$ cat config.mk
export PLATFORM = sky130hd
export DESIGN_NAME = dowf_cell
export DESIGN_NICKNAME = d
export VERILOG_FILES = /design/src/rtl/dowf_pkg.sv /design/src/rtl/dowf_cell.sv
export SDC_FILE = /design/constraint.sdc
export NUM_CORES = 1
export LEC_CHECK = 0
export BUFFER_PORTS_ARGS = -buffer_cell sky130_fd_sc_hd__clkbuf_2
export CAP_MARGIN = 20
export CORE_MARGIN = 1.5
export CORE_UTILIZATION = 45
export CTS_BUF_LIST = sky130_fd_sc_hd__clkbuf_8 sky130_fd_sc_hd__clkbuf_16
export CTS_CLUSTER_DIAMETER = 30
export DETAILED_ROUTE_END_ITERATION = 7
export PLACE_DENSITY_LB_ADDON = 0.25
export SETUP_SLACK_MARGIN = 0.02
export SYNTH_ARGS = -nofsm -noshare
export SYNTH_HDL_FRONTEND = slang
export SYNTH_SLANG_ARGS = --single-unit
$ cat constraint.sdc
create_clock -name clk -period 20 [get_ports clk]
set_input_delay 1 -clock clk [delete_from_list [all_inputs] [get_ports clk]]
set_output_delay 1 -clock clk [all_outputs]
set_load 0.02 [all_outputs]
$ cat src/rtl/dowf_pkg.sv
// Package: shared constants, register codes and channel payload types for the outlier filter.
`timescale 1ns / 1ps
package dowf_pkg;

    localparam int DEF_MAX_WIDTH     = 1024;
    localparam int DEF_WINDOW_RADIUS = 3;

    // Ring of line buffers: eight lines cover any radius up to three.
    localparam int RING_LINES = 8;
    localparam int LINE_BITS  = 3;

    localparam int PIX_BITS       = 8;
    localparam int WIDTH_BITS     = 11;
    localparam int HEIGHT_BITS    = 13;
    localparam int LIMIT_BITS     = 8;
    localparam int CFG_BITS       = 13;
    localparam int CFG_INDEX_BITS = 2;

    localparam logic [WIDTH_BITS-1:0]  RST_FRAME_WIDTH     = WIDTH_BITS'(640);
    localparam logic [HEIGHT_BITS-1:0] RST_FRAME_HEIGHT    = HEIGHT_BITS'(480);
    localparam logic [LIMIT_BITS-1:0]  RST_DEVIATION_LIMIT = LIMIT_BITS'(10);

    localparam int MIN_FRAME = 8;

    typedef enum logic [CFG_INDEX_BITS-1:0] {
        REG_FRAME_WIDTH     = 2'd0,
        REG_FRAME_HEIGHT    = 2'd1,
        REG_DEVIATION_LIMIT = 2'd2
    } cfg_reg_t;

    localparam logic CMD_PIXEL = 1'b0;
    localparam logic CMD_DRAIN = 1'b1;

    typedef struct packed {
        logic                command;
        logic [PIX_BITS-1:0] disparity_in;
    } pix_req_t;

    typedef struct packed {
        logic [PIX_BITS-1:0] disparity_out;
        logic                was_removed;
        logic                end_of_frame;
    } pix_res_t;

endpackage

$ cat src/rtl/dowf_cell.sv
// Window column cell: holds one column, passes it left on shift, registers its deviation partials.
`timescale 1ns / 1ps
module dowf_cell
    import dowf_pkg::*;
#(
    parameter int N = 7
)
(
    input  logic                          clk,
    input  logic                          shift_en,
    input  logic [N-1:0][PIX_BITS-1:0]    col_in,
    input  logic [PIX_BITS-1:0]           centre,
    output logic [N-1:0][PIX_BITS-1:0]    col_out,
    output logic [$clog2(N*255+1)-1:0]    part_sum,
    output logic [$clog2(N+1)-1:0]        part_cnt
);

    localparam int SW   = $clog2(N*255+1);
    localparam int CNTW = $clog2(N+1);

    logic [N-1:0][PIX_BITS-1:0] col_reg;
    logic [SW-1:0]              sum_c;
    logic [CNTW-1:0]            cnt_c;
    logic [PIX_BITS-1:0]        diff;
    logic [SW-1:0]              part_sum_reg;
    logic [CNTW-1:0]            part_cnt_reg;

    always_comb
    begin
        sum_c = '0;
        cnt_c = '0;
        diff  = '0;
        for (int j = 0; j < N; j++)
        begin
            diff = (col_reg[j] > centre) ? col_reg[j] - centre : centre - col_reg[j];
            if (col_reg[j] != '0)
            begin
                sum_c = sum_c + SW'(diff);
                cnt_c = cnt_c + CNTW'(1);
            end
        end
    end

    always_ff @(posedge clk)
    begin
        if (shift_en)
        begin
            col_reg <= col_in;
        end
        part_sum_reg <= sum_c;
        part_cnt_reg <= cnt_c;
    end

    assign col_out  = col_reg;
    assign part_sum = part_sum_reg;
    assign part_cnt = part_cnt_reg;

endmodule
### After elaboration in Yosys (flattened, before gate mapping)

Index checks and enable logic that the tools add are counted.

| cells by class | value |
|---|---|
| add/sub/neg operators | 26 |
| order comparisons | 7 |
| multiplexer cells | 21 |
| reductions and logical operators | 7 |

Operators by type and width:

| cell | number |
|---|---|
| $sub A8 B8 Y8 | 14 |
| $add A11 B8 Y11 | 6 |
| $mux W11 | 6 |
| $mux W8 | 8 |
| $gt A8 B8 Y1 | 7 |
| $reduce_bool A8 Y1 | 7 |
| $add A3 B1 Y3 const B | 6 |
| $mux W3 | 6 |
| $mux W1 | 1 |

| storage, ports and cells | value |
|---|---|
| register bits after elaboration | 70 |
| bits of input ports | 66 |
| output and inout port bits | 70 |
| word-level logic and storage cells | 70 |

### Depth between registers and ports, before layout

Gate-level depths: netlist of run 1.

| depth | value |
|---|---|
| word-level depth | 15 |
| mapped depth | 54 |
| gate-level depth less buffers | 53 |

### Worst setup path after synthesis of run 1

No wires, ideal clock.

| timing path | value |
|---|---|
| path type | in2reg |
| start | input centre[1] |
| end | register part_sum_reg[9] (netlist: part_sum[9]) |
| setup time | 0.126 ns |
| data arrival time | 9.803 ns |
| required time | 19.874 ns |
| setup slack | 10.071 ns |
| stages | 47 |
| buffers on the path | 1 |
| path through | inv_1 > fa_1 > a21o_1 > a21oi_1 > o21bai_1 > a21o_1 > a21oi_1 > nor2_1 > o21a_1 > clkbuf_1 > mux2_2 > fa_1 > a21o_1 > a211oi_1 > nor3_1 > o21ba_2 > inv_1 > ha_1 > [11 not listed] > o31a_1 > a21oi_1 > nand2_1 > o21ai_0 > a21oi_1 > inv_1 > ha_1 > a21bo_2 > nand2b_1 > xnor2_1 > nor2_1 > a211o_1 > ha_1 > and3_1 > a221oi_1 > mux2_2 > o32a_1 > xnor2_1 |

| on the way | value |
|---|---|
| longest elaborated chain between the ends | 15 |
| elaborated cells between the ends (all ways) | 41 |
| those cells by class | add/sub (20); order compare (7); mux (14) |

Ends and longest elaborated chain:

| what | RTL line | source |
|---|---|---|
| from (decl) | dowf_cell.sv:12 | `input logic [PIX_BITS-1:0] centre,` |
| $sub A8 B8 Y8 or $gt A8 B8 Y1 (tied branches) | dowf_cell.sv:35 | `diff = (col_reg[j] > centre) ? col_reg[j] - centre : centre - col_reg[j];` |
| $mux W8 | dowf_cell.sv:35 |  |
| $mux W8 | dowf_cell.sv:36 | `if (col_reg[j] != '0)` |
| $add A11 B8 Y11 | dowf_cell.sv:38 | `sum_c = sum_c + SW'(diff);` |
| $mux W11 | dowf_cell.sv:36 |  |
| $add A11 B8 Y11 | dowf_cell.sv:38 |  |
| $mux W11 | dowf_cell.sv:36 |  |
| $add A11 B8 Y11 | dowf_cell.sv:38 |  |
| $mux W11 | dowf_cell.sv:36 |  |
| $add A11 B8 Y11 | dowf_cell.sv:38 |  |
| $mux W11 | dowf_cell.sv:36 |  |
| $add A11 B8 Y11 | dowf_cell.sv:38 |  |
| $mux W11 | dowf_cell.sv:36 |  |
| $add A11 B8 Y11 | dowf_cell.sv:38 |  |
| $mux W11 (*) | dowf_cell.sv:36 |  |
| named net sum_c[9] | dowf_cell.sv:22 | `logic [SW-1:0] sum_c;` |
| to (signal assigned) | dowf_cell.sv:50 | `part_sum_reg <= sum_c;` |
| to (decl) | dowf_cell.sv:25 | `logic [SW-1:0] part_sum_reg;` |

The timed path passes the listed nets; every way through them passes the cells marked *.
A chain may end at the register's enable or synchronous reset.

### Worst setup path in the final report of run 1

Same ends and word-level chain as after synthesis.

==> reports/results.ini, run 1 <==
[status]
status = finished clean

[timing]
tightest_slew_ns = 0.8787
timing.slew.headroom_pct = 41.21
setup_viol = 0
maxSlewViolCount = 0
finalSetupTns_ns = 0
fmax_mhz = 88.16
setup_ws_ns = 8.657
finClkSkew_ns = 0.01762
hold_viol = 0
period_minus_slack_ns = 11.34
post-route-period-util_pct = 56.72
rsz0062_at_grt = no

[critical_path]
crit_type = in2reg
arrival_ns = 11.58
worstPathRequired_ns = 20.24
critPathTopFamily = compound AO/OA/AOI/OAI gates
r2r_slack_ns = 9.73
max_stage_delay_ns = 0.57
cp.buffers_inverters = 5
end_kind = flip-flop
crit_fanout = 15
timing.critical_path.mode_cell = a21oi_1
cpMaxStageDelayCell = fa_1
setup.worst_path.start_class = primary input

[cts]
root_buffer = clkbuf_16
ctsHoldBuffers = 0
post_cts_resized = 0
numCtsBuffers = 9
clock_sinks = 70
cts_buffer_depth = 2
cts_tree = yes
h-tree-depth = 3
clock_latency_ns = 0.37
post_cts_buffers = 0
cts.clk_slew.worst_paths_ns = 0.07

[floorplan]
std_cell_rows = 52
core-area_sq_um = 20300
ios = 136
die_x_microns = 147.3
die_area_sq_um = 21700
fp.dieH_microns = 147.3
initial_core_util_pct = 46.16

[detailed_routing]
vias = 8222
wl_met3_mm = 1.666
via_per_inst = 5.586
dr_wl_met2_mm = 10.81
drt_iter0_drc = 553
dr.pass1.iters = 5
routed_wirelength_mm = 25.53
highest_layer = met4
ant_nets = 0
post-route-drc-count = 0
drt-met1-wl_mm = 12.55
wl_per_cell_microns = 17.35

[logic_synthesis]
synth-async-reset-ratio_pct = 0
syn_area_per_cell_sq_um = 8.757
syn-cell-area_sq_um = 9370
synth_edf_count = 56
synthCells = 1070
synth_top_area_share_pct = 21.23
synthDistinctLibCells = 69
synth_seq_cells = 70
ys_seq_area_share_pct = 20.94
synth.area.top_cells = ha_1, edfxtp_1, xnor2_1, inv_1, a21oi_1
synth_flop_cell = edfxtp_1
syn-num-nets = 1315
yosys.area.top_type = ha_1
ys_warn_count = 0

[flow_run]
maxCapViolCount = 0

[placement]
place_ws_ns = 8.355
dp_hpwl_mm = 20.38
gp_congestion = 0.9200
io_buffers = 135
placed_area_sq_um = 10310

[final_layout]
fin_util_pct = 52.24
syn_to_final_growth_pct = 13.17
final_cell_area_sq_um = 10600
largest_register_ffs = 56
drive_gt1_share_pct = 16.49
num-nets-final = 1441

[global_route]
antenna_found_initial = 0
grt_overflow = 0
grt_pass1_vias = 7678
grt_max_degree = 57
grtUsageTotal_pct = 23.89
grt_pass1_wl_mm = 40.34

[min_path]
hold_path_class = in2reg

## path summary, 6_finish.rpt
| path | to | from | depth (start not counted) |
|---|---|---|---|
| hold / removal | col_out[7] | col_in[7] | 1 |
| setup reg to reg | part_sum[9] | col_out[8] | 49 |
| setup / recovery | part_sum[9] | centre[1] | 48 |
| hold reg to reg | part_sum[5] | col_out[55] | 3 |
## kinds of logic after synthesis
kind of cell               count (synthesis)  synth area share, %
xor gates and xnor gates                  80                7.558
DFF                                       70                20.94
and+or+nand+nor                          236                11.90
adders and majority gates                179                25.50
buffers and inverters                    139                5.715
AOI/OAI and AO/OA                        301                20.87
muxes                                     65                7.518
## layout make-up
class	instances	area, sq um
Antenna cell	1	2.502
Fill cell	2002	9696
Inverter	116	440.4
Sequential cell	70	1962
Clock buffer	9	225.2
Tap cell	270	337.8
Clock inverter	7	65.06
Multi-Input combinational cell	861	6873
Timing Repair Buffer	138	698.2
## metal layers
layer / vias up / track usage, %
li1: 4104 / -
met1: 3810 / 35.55
met2: 275 / 36.24
met3: 33 / 2.671
met4: 0 / 7.000
met5: - / 0
## cells in the mapped netlist (20+ instances only)
library cell,n
xor2_1,28
mux2_2,27
edfxtp_1,56
mux2i_1,34
ha_1,159
o21ai_0,52
nand2_1,79
inv_1,115
a21o_1,45
nor2_1,60
xnor2_1,51
fa_1,20
a21oi_1,85
## stage by stage
step / hold slack (ns) / std cells
3_3_place_gp: 0.8485 / 1455
6_report: 0.8023 / 1472
3_5_place_dp: 0.8484 / 1455
5_1_grt: 0.8097 / 1471
2_1_floorplan: 0.8335 / 1070
4_1_cts: 0.8036 / 1471
## cells in the final DEF (no fill, tap or decap), types with 15 or more instances in the layout
master    Yosys  routed
ha_1        159     159
clkbuf_2      0     135
inv_1       115     115
a21oi_1      85      85
nand2_1      79      79
nor2_1       60      60
edfxtp_1     56      56
o21ai_0      52      52
xnor2_1      51      51
a21o_1       45      45
mux2i_1      34      34
xor2_1       28      28
mux2_2       27      27
fa_1         20      20
nand3_1      16      16
a211oi_1     15      15
## worst register-to-register path, delay by kind of cell (launching register included)
| family | cells | cell delay, ns |
|---|---|---|
| buf+inv | 5 | 0.38 |
| xor+xnor | 4 | 0.60 |
| fa+ha+maj | 8 | 2.62 |
| compound gates | 22 | 4.59 |
| mux | 2 | 0.75 |
| simple gates | 8 | 0.75 |
| flops | 1 | 0.46 |
Power of run 1 is left out: the tool's default activity adds up to more than one toggle a clock period on the data nets, which glitch-free logic cannot reach.
==> run 2, diff against run 1 <==
==> constraint.sdc (replaced) <==
create_clock -name clk -period 9.4 [get_ports clk]
set_input_delay 0.47 -clock clk [delete_from_list [all_inputs] [get_ports clk]]
set_output_delay 0.47 -clock clk [all_outputs]
set_load 0.02 [all_outputs]
==> run 2 against run 1 <==
Compared with the run above:
- register-to-register slack lost 9.5 ns
- setup slack lost 8.4 ns
- clock skew shrank 0.0075 ns
- count of clock-buffer cells in the layout is the same
- highest routed layer unchanged
- non-clock buffer count grew 156
==> reports/results.ini, run 2 (synthesis results as in run 1) <==
[status]
status = finished clean

[detailed_routing]
wl_per_cell_microns = 17.65  ; +1.7%
routed_wirelength_mm = 28.71  ; +12%
via_per_inst = 5.524  ; -1.1%
post-route-drc-count = 0  ; unchanged
ant_nets = 0  ; unchanged
dr.pass1.iters = 5  ; unchanged
vias = 8987  ; +9.3%
drt_iter0_drc = 599  ; +8.3%

[timing]
hold_viol = 0  ; unchanged
tightest_slew_ns = 0.9382  ; +0.05953 ns
fmax_mhz = 109.2
rsz0062_at_grt = yes
holdWs_ns = 0.2877  ; -0.5146 ns
setup_viol = 0  ; unchanged
maxSlewViolCount = 0  ; unchanged
timing.slew.headroom_pct = 37.22  ; -4.0 points
period_minus_slack_ns = 9.158
finClkSkew_ns = 0.01009  ; -0.007533 ns
post-route-period-util_pct = 97.43
setup_ws_ns = 0.2416  ; -8.415 ns

[critical_path]
timing.critical_path.mode_cell = a21oi_2
cpMaxStageDelayCell = edfxtp_1
worstPathRequired_ns = 9.64  ; -10.60 ns
setup.worst_path.start_class = flip-flop
r2r_slack_ns = 0.24  ; -9.49 ns
crit_fanout = 4  ; -11
crit_type = reg2reg
end_kind = flip-flop
max_stage_delay_ns = 0.42  ; -0.15 ns
arrival_ns = 9.40  ; -2.18 ns

[global_route]
grtUsageTotal_pct = 25.68  ; +1.8 points
grt_max_degree = 57  ; unchanged
grt_pass1_wl_mm = 43.68  ; +8.3%
grt_pass1_vias = 8517  ; +11%
grt_overflow = 0  ; unchanged
antenna_found_initial = 0  ; unchanged

[final_layout]
largest_register_ffs = 56  ; unchanged
fin_util_pct = 60.31  ; +8.1 points
final_common_cell = buf_4
final_cell_mix = buf_4, ha_1, clkbuf_2, inv_1, nand2_1
seqCellArea_sq_um = 1962  ; unchanged
drive_gt1_share_pct = 31.32  ; +15 points
num-nets-final = 1597  ; +11%
syn_to_final_growth_pct = 30.66
fill_cells = 1815  ; -9.3%
final_cell_area_sq_um = 12240  ; +15%
multiInputGateArea_sq_um = 7268  ; +5.8%
diodes = 0  ; -1

[placement]
dp_hpwl_mm = 22.49  ; +10%
gp_congestion = 0.9488  ; +3.1%
placed_area_sq_um = 11380  ; +10%
place_ws_ns = -0.3719  ; -8.726 ns
io_buffers = 135  ; unchanged

[floorplan]
fp.dieH_microns = 147.3  ; unchanged
ios = 136  ; unchanged
die_x_microns = 147.3  ; unchanged
die_area_sq_um = 21700  ; unchanged
std_cell_rows = 52  ; unchanged
core-area_sq_um = 20300  ; unchanged
initial_core_util_pct = 46.16  ; unchanged

[cts]
numCtsBuffers = 9  ; unchanged
clock_latency_ns = 0.35  ; -0.02 ns
root_buffer = clkbuf_16
cts.clk_slew.worst_paths_ns = 0.07  ; about the same
cts_tree = yes
h-tree-depth = 3  ; unchanged
ctsHoldBuffers = 0  ; unchanged
cts_buffer_depth = 2  ; unchanged
clock_sinks = 70  ; unchanged

[min_path]
hold_path_class = in2reg

[flow_run]
maxCapViolCount = 0  ; unchanged

run 2: changes by cell type in the layout (fill, tap and decap cells not counted), sizes merged:
| cell | previous run | this run |
|---|---|---|
| buf | 3 | 159 |
| clkinv | 7 | 4 |
| bufinv | 1 | 3 |
| clkinvlp | 0 | 1 |
| diode | 1 | 0 |
run 2: through the flow:
step                TNS (ns)  cells
global route         -0.4489   1627
floorplan                  0   1070
detailed placement   -0.7409   1597
finish                     0   1627
CTS                        0   1615
global placement     -0.3703   1597
run 2: final timing paths:
path / startpoint / endpoint / cells past startpoint
worst max-delay path: col_out[8] / part_sum[10] / 53
worst min-delay path: col_in[50] / col_out[50] / 1
worst max register to register: col_out[8] / part_sum[10] / 53
worst min register to register: col_out[48] / part_sum[6] / 3
run 2: worst max-delay path: cells and delay by family, from the launching register on:
kind            cells  cell delay, ns
mux                 2            0.32
fa+ha+maj           8            2.18
compound gates     21            3.10
buf+inv            10            1.11
xor+xnor            2            0.34
flops               1            0.42
simple gates       10            1.55
run 2: layout make-up:
| type | instances | share of cell area, % |
|---|---|---|
| clock buffers | 9 | 1.840 |
| clock inverters | 7 | 0.9913 |
| inverters | 116 | 3.628 |
| multi-input cells | 861 | 59.37 |
| flip-flops and latches | 70 | 16.02 |
| well taps | 270 | 2.759 |
| repair buffers | 294 | 15.39 |
run 2: per-layer routing:
| layer | share of wire [%] | vias up | GRT usage, % | routed length, microns |
|---|---|---|---|---|
| met2 | 45 | 274 | 40.92 | 13060 |
| met3 | 5.8 | 50 | 3.354 | 1656 |
| met5 | 0 | - | 0 | 0 |
| li1 | - | 4411 | - | - |
| met4 | 2.7 | 0 | 7.700 | 767 |
| met1 | 46 | 4252 | 36.20 | 13230 |
run 2: what timing repair did:
action,CTS,global route
setup buffers,2,11
endpoints found under the setup margin,3,5
resized for setup,6,94
pin swaps,1,52
Power of run 2 is left out for the same reason.
==> run 3, diff against run 2 <==
--- a/config.mk
+++ b/config.mk
@@ -14,6 +14,7 @@
 export DETAILED_ROUTE_END_ITERATION = 7
 export PLACE_DENSITY_LB_ADDON = 0.25
 export SETUP_SLACK_MARGIN = 0.02
+export SKIP_CTS_REPAIR_TIMING = 1
 export SYNTH_ARGS = -nofsm -noshare
 export SYNTH_HDL_FRONTEND = slang
 export SYNTH_SLANG_ARGS = --single-unit
==> constraint.sdc (replaced) <==
create_clock -name clk -period 9.4 [get_ports clk]
set_input_delay 1.88 -clock clk [delete_from_list [all_inputs] [get_ports clk]]
set_output_delay 1.88 -clock clk [all_outputs]
set_load 0.02 [all_outputs]
==> run 3 against run 2 <==
Compared with the run above:
- the flow now finishes with violations (setup timing)
- core utilization is 2.2 points higher
- clock skew is 0.00090 ns lower
- hold slack better by 0.55 ns
- setup slack worse by 1.1 ns
- cell count is 3.6% higher
- critical path type is now in2reg
- largest cell class unchanged
==> reports/results.ini, run 3 (synthesis results as in run 1) <==
[status]
status = complete, but fails checks
violations = setup timing

[final_layout]
final_common_cell = buf_4
fill_cells = 1772  ; -2.4%
syn_to_final_growth_pct = 35.39
drive_gt1_share_pct = 34.28  ; +3.0 points
final_cell_mix = buf_4, ha_1, clkbuf_2, inv_1, nand2_1
diodes = 0  ; unchanged
seqCellArea_sq_um = 1962  ; unchanged
final_cell_area_sq_um = 12690  ; +3.6%
largest_register_ffs = 56  ; unchanged
num-nets-final = 1655  ; +3.6%
multiInputGateArea_sq_um = 7297  ; +0.40%

[global_route]
grtUsageTotal_pct = 26.64  ; +0.96 points
grt_pass1_wl_mm = 45.04  ; +3.1%
grt_overflow = 0  ; unchanged
grt_max_degree = 57  ; unchanged
antenna_found_initial = 0  ; unchanged
grt_pass1_vias = 8928  ; +4.8%

[critical_path]
critPathTopFamily = compound AO/OA/AOI/OAI gates
cp.buffers_inverters = 4  ; -6
setup.worst_path.start_class = primary input
end_kind = flip-flop
crit_fanout = 4  ; unchanged
arrival_ns = 10.56  ; +1.16 ns
max_stage_delay_ns = 0.38  ; -0.04 ns
worstPathRequired_ns = 9.65  ; about the same
crit_type = in2reg
cpMaxStageDelayCell = fa_2

[min_path]
hold_path_class = reg2reg

[detailed_routing]
drt_iter0_drc = 453  ; -24%
routed_wirelength_mm = 28.76  ; +0.16%
dr.pass1.iters = 5  ; unchanged
vias = 9131  ; +1.6%
post-route-drc-count = 0  ; unchanged
ant_nets = 0  ; unchanged
via_per_inst = 5.419  ; -1.9%
wl_per_cell_microns = 17.07  ; -3.3%

[flow_run]
maxCapViolCount = 0  ; unchanged

[floorplan]
core-area_sq_um = 20300  ; unchanged
die_x_microns = 147.3  ; unchanged
std_cell_rows = 52  ; unchanged
initial_core_util_pct = 46.16  ; unchanged
ios = 136  ; unchanged
die_area_sq_um = 21700  ; unchanged
fp.dieH_microns = 147.3  ; unchanged

[cts]
cts_buffer_depth = 2  ; unchanged
cts.clk_slew.worst_paths_ns = 0.07  ; about the same
clock_latency_ns = 0.36  ; about the same
clock_sinks = 70  ; unchanged
root_buffer = clkbuf_16
numCtsBuffers = 9  ; unchanged
h-tree-depth = 3  ; unchanged
cts_tree = yes

[placement]
placed_area_sq_um = 11960  ; +5.0%
dp_hpwl_mm = 23.21  ; +3.2%
gp_congestion = 0.9777  ; +3.0%
io_buffers = 135  ; unchanged

[timing]
period_minus_slack_ns = 10.31  ; +1.149 ns
setup_viol = 5  ; +5
setup_ws_ns = -0.9074  ; -1.149 ns
tightest_slew_ns = 0.9546  ; +0.01637 ns
hold_viol = 0  ; unchanged
post-route-period-util_pct = 109.7  ; +12 points
finClkSkew_ns = 0.009184  ; -0.0009014 ns
maxSlewViolCount = 0  ; unchanged
timing.slew.headroom_pct = 36.13  ; -1.1 points
rsz0062_at_grt = yes
fmax_mhz = 97.02  ; -11%

[run 3: cell types whose count changed in the layout (fill, tap and decap cells not counted), moves of 3 or more]
| cell | previous run | this run |
|---|---|---|
| o21ai_0 | 36 | 33 |
| buf_4 | 155 | 213 |
| a211oi_2 | 3 | 6 |
| a21oi_1 | 70 | 65 |
| a21oi_2 | 16 | 20 |
| inv_1 | 109 | 112 |
| inv_2 | 5 | 2 |
[run 3: cell type report]
| cell class | count | area share (%) |
|---|---|---|
| multi-input combinational | 861 | 57.52 |
| inverter | 116 | 3.501 |
| sequential | 70 | 15.47 |
| clock inverter | 7 | 0.6312 |
| clock buffer | 9 | 1.775 |
| tap | 270 | 2.663 |
| timing repair buffer | 352 | 18.44 |
[run 3: path summary, 6_finish.rpt]
check / startpoint / endpoint / slack [ns] / cells past startpoint
max reg2reg: col_out[8] / part_sum[9] / 0.15 / 48
max: centre[0] / part_sum[9] / -0.91 / 48
min: col_out[55] / part_sum[5] / 0.84 / 3
min reg2reg: col_out[55] / part_sum[5] / 0.84 / 3
[run 3: routing by layer]
metal / track usage, % / vias to the layer above / share of wire [%]
li1: - / 4528 / -
met1: 36.28 / 4298 / 46
met2: 43.03 / 254 / 46
met3: 4.193 / 51 / 5.8
met4: 8.900 / 0 / 2.8
met5: 0 / - / 0
[run 3: worst min-delay path: cells and delay by family, from the launching register on]
family / cells / cell delay, ns
flops: 1 / 0.40
simple gates: 2 / 0.26
compound gates: 1 / 0.12
[run 3: metrics by stage]
stage                     instances  TNS, ns  util, %  hold WS, ns  setup slack [ns]
after floorplan                1070   -1.479        -       0.8335           -0.7104
after global placement         1657   -5.430    58.91       0.8064            -1.164
after detailed placement       1657   -6.663    58.91       0.8232            -1.384
after CTS                      1673   -4.239    60.41       0.8356            -1.057
after global routing           1685   -6.203    62.49       0.8890            -1.342
final                          1685   -3.323    62.49       0.8373           -0.9074
Power of run 3 is left out for the same reason.
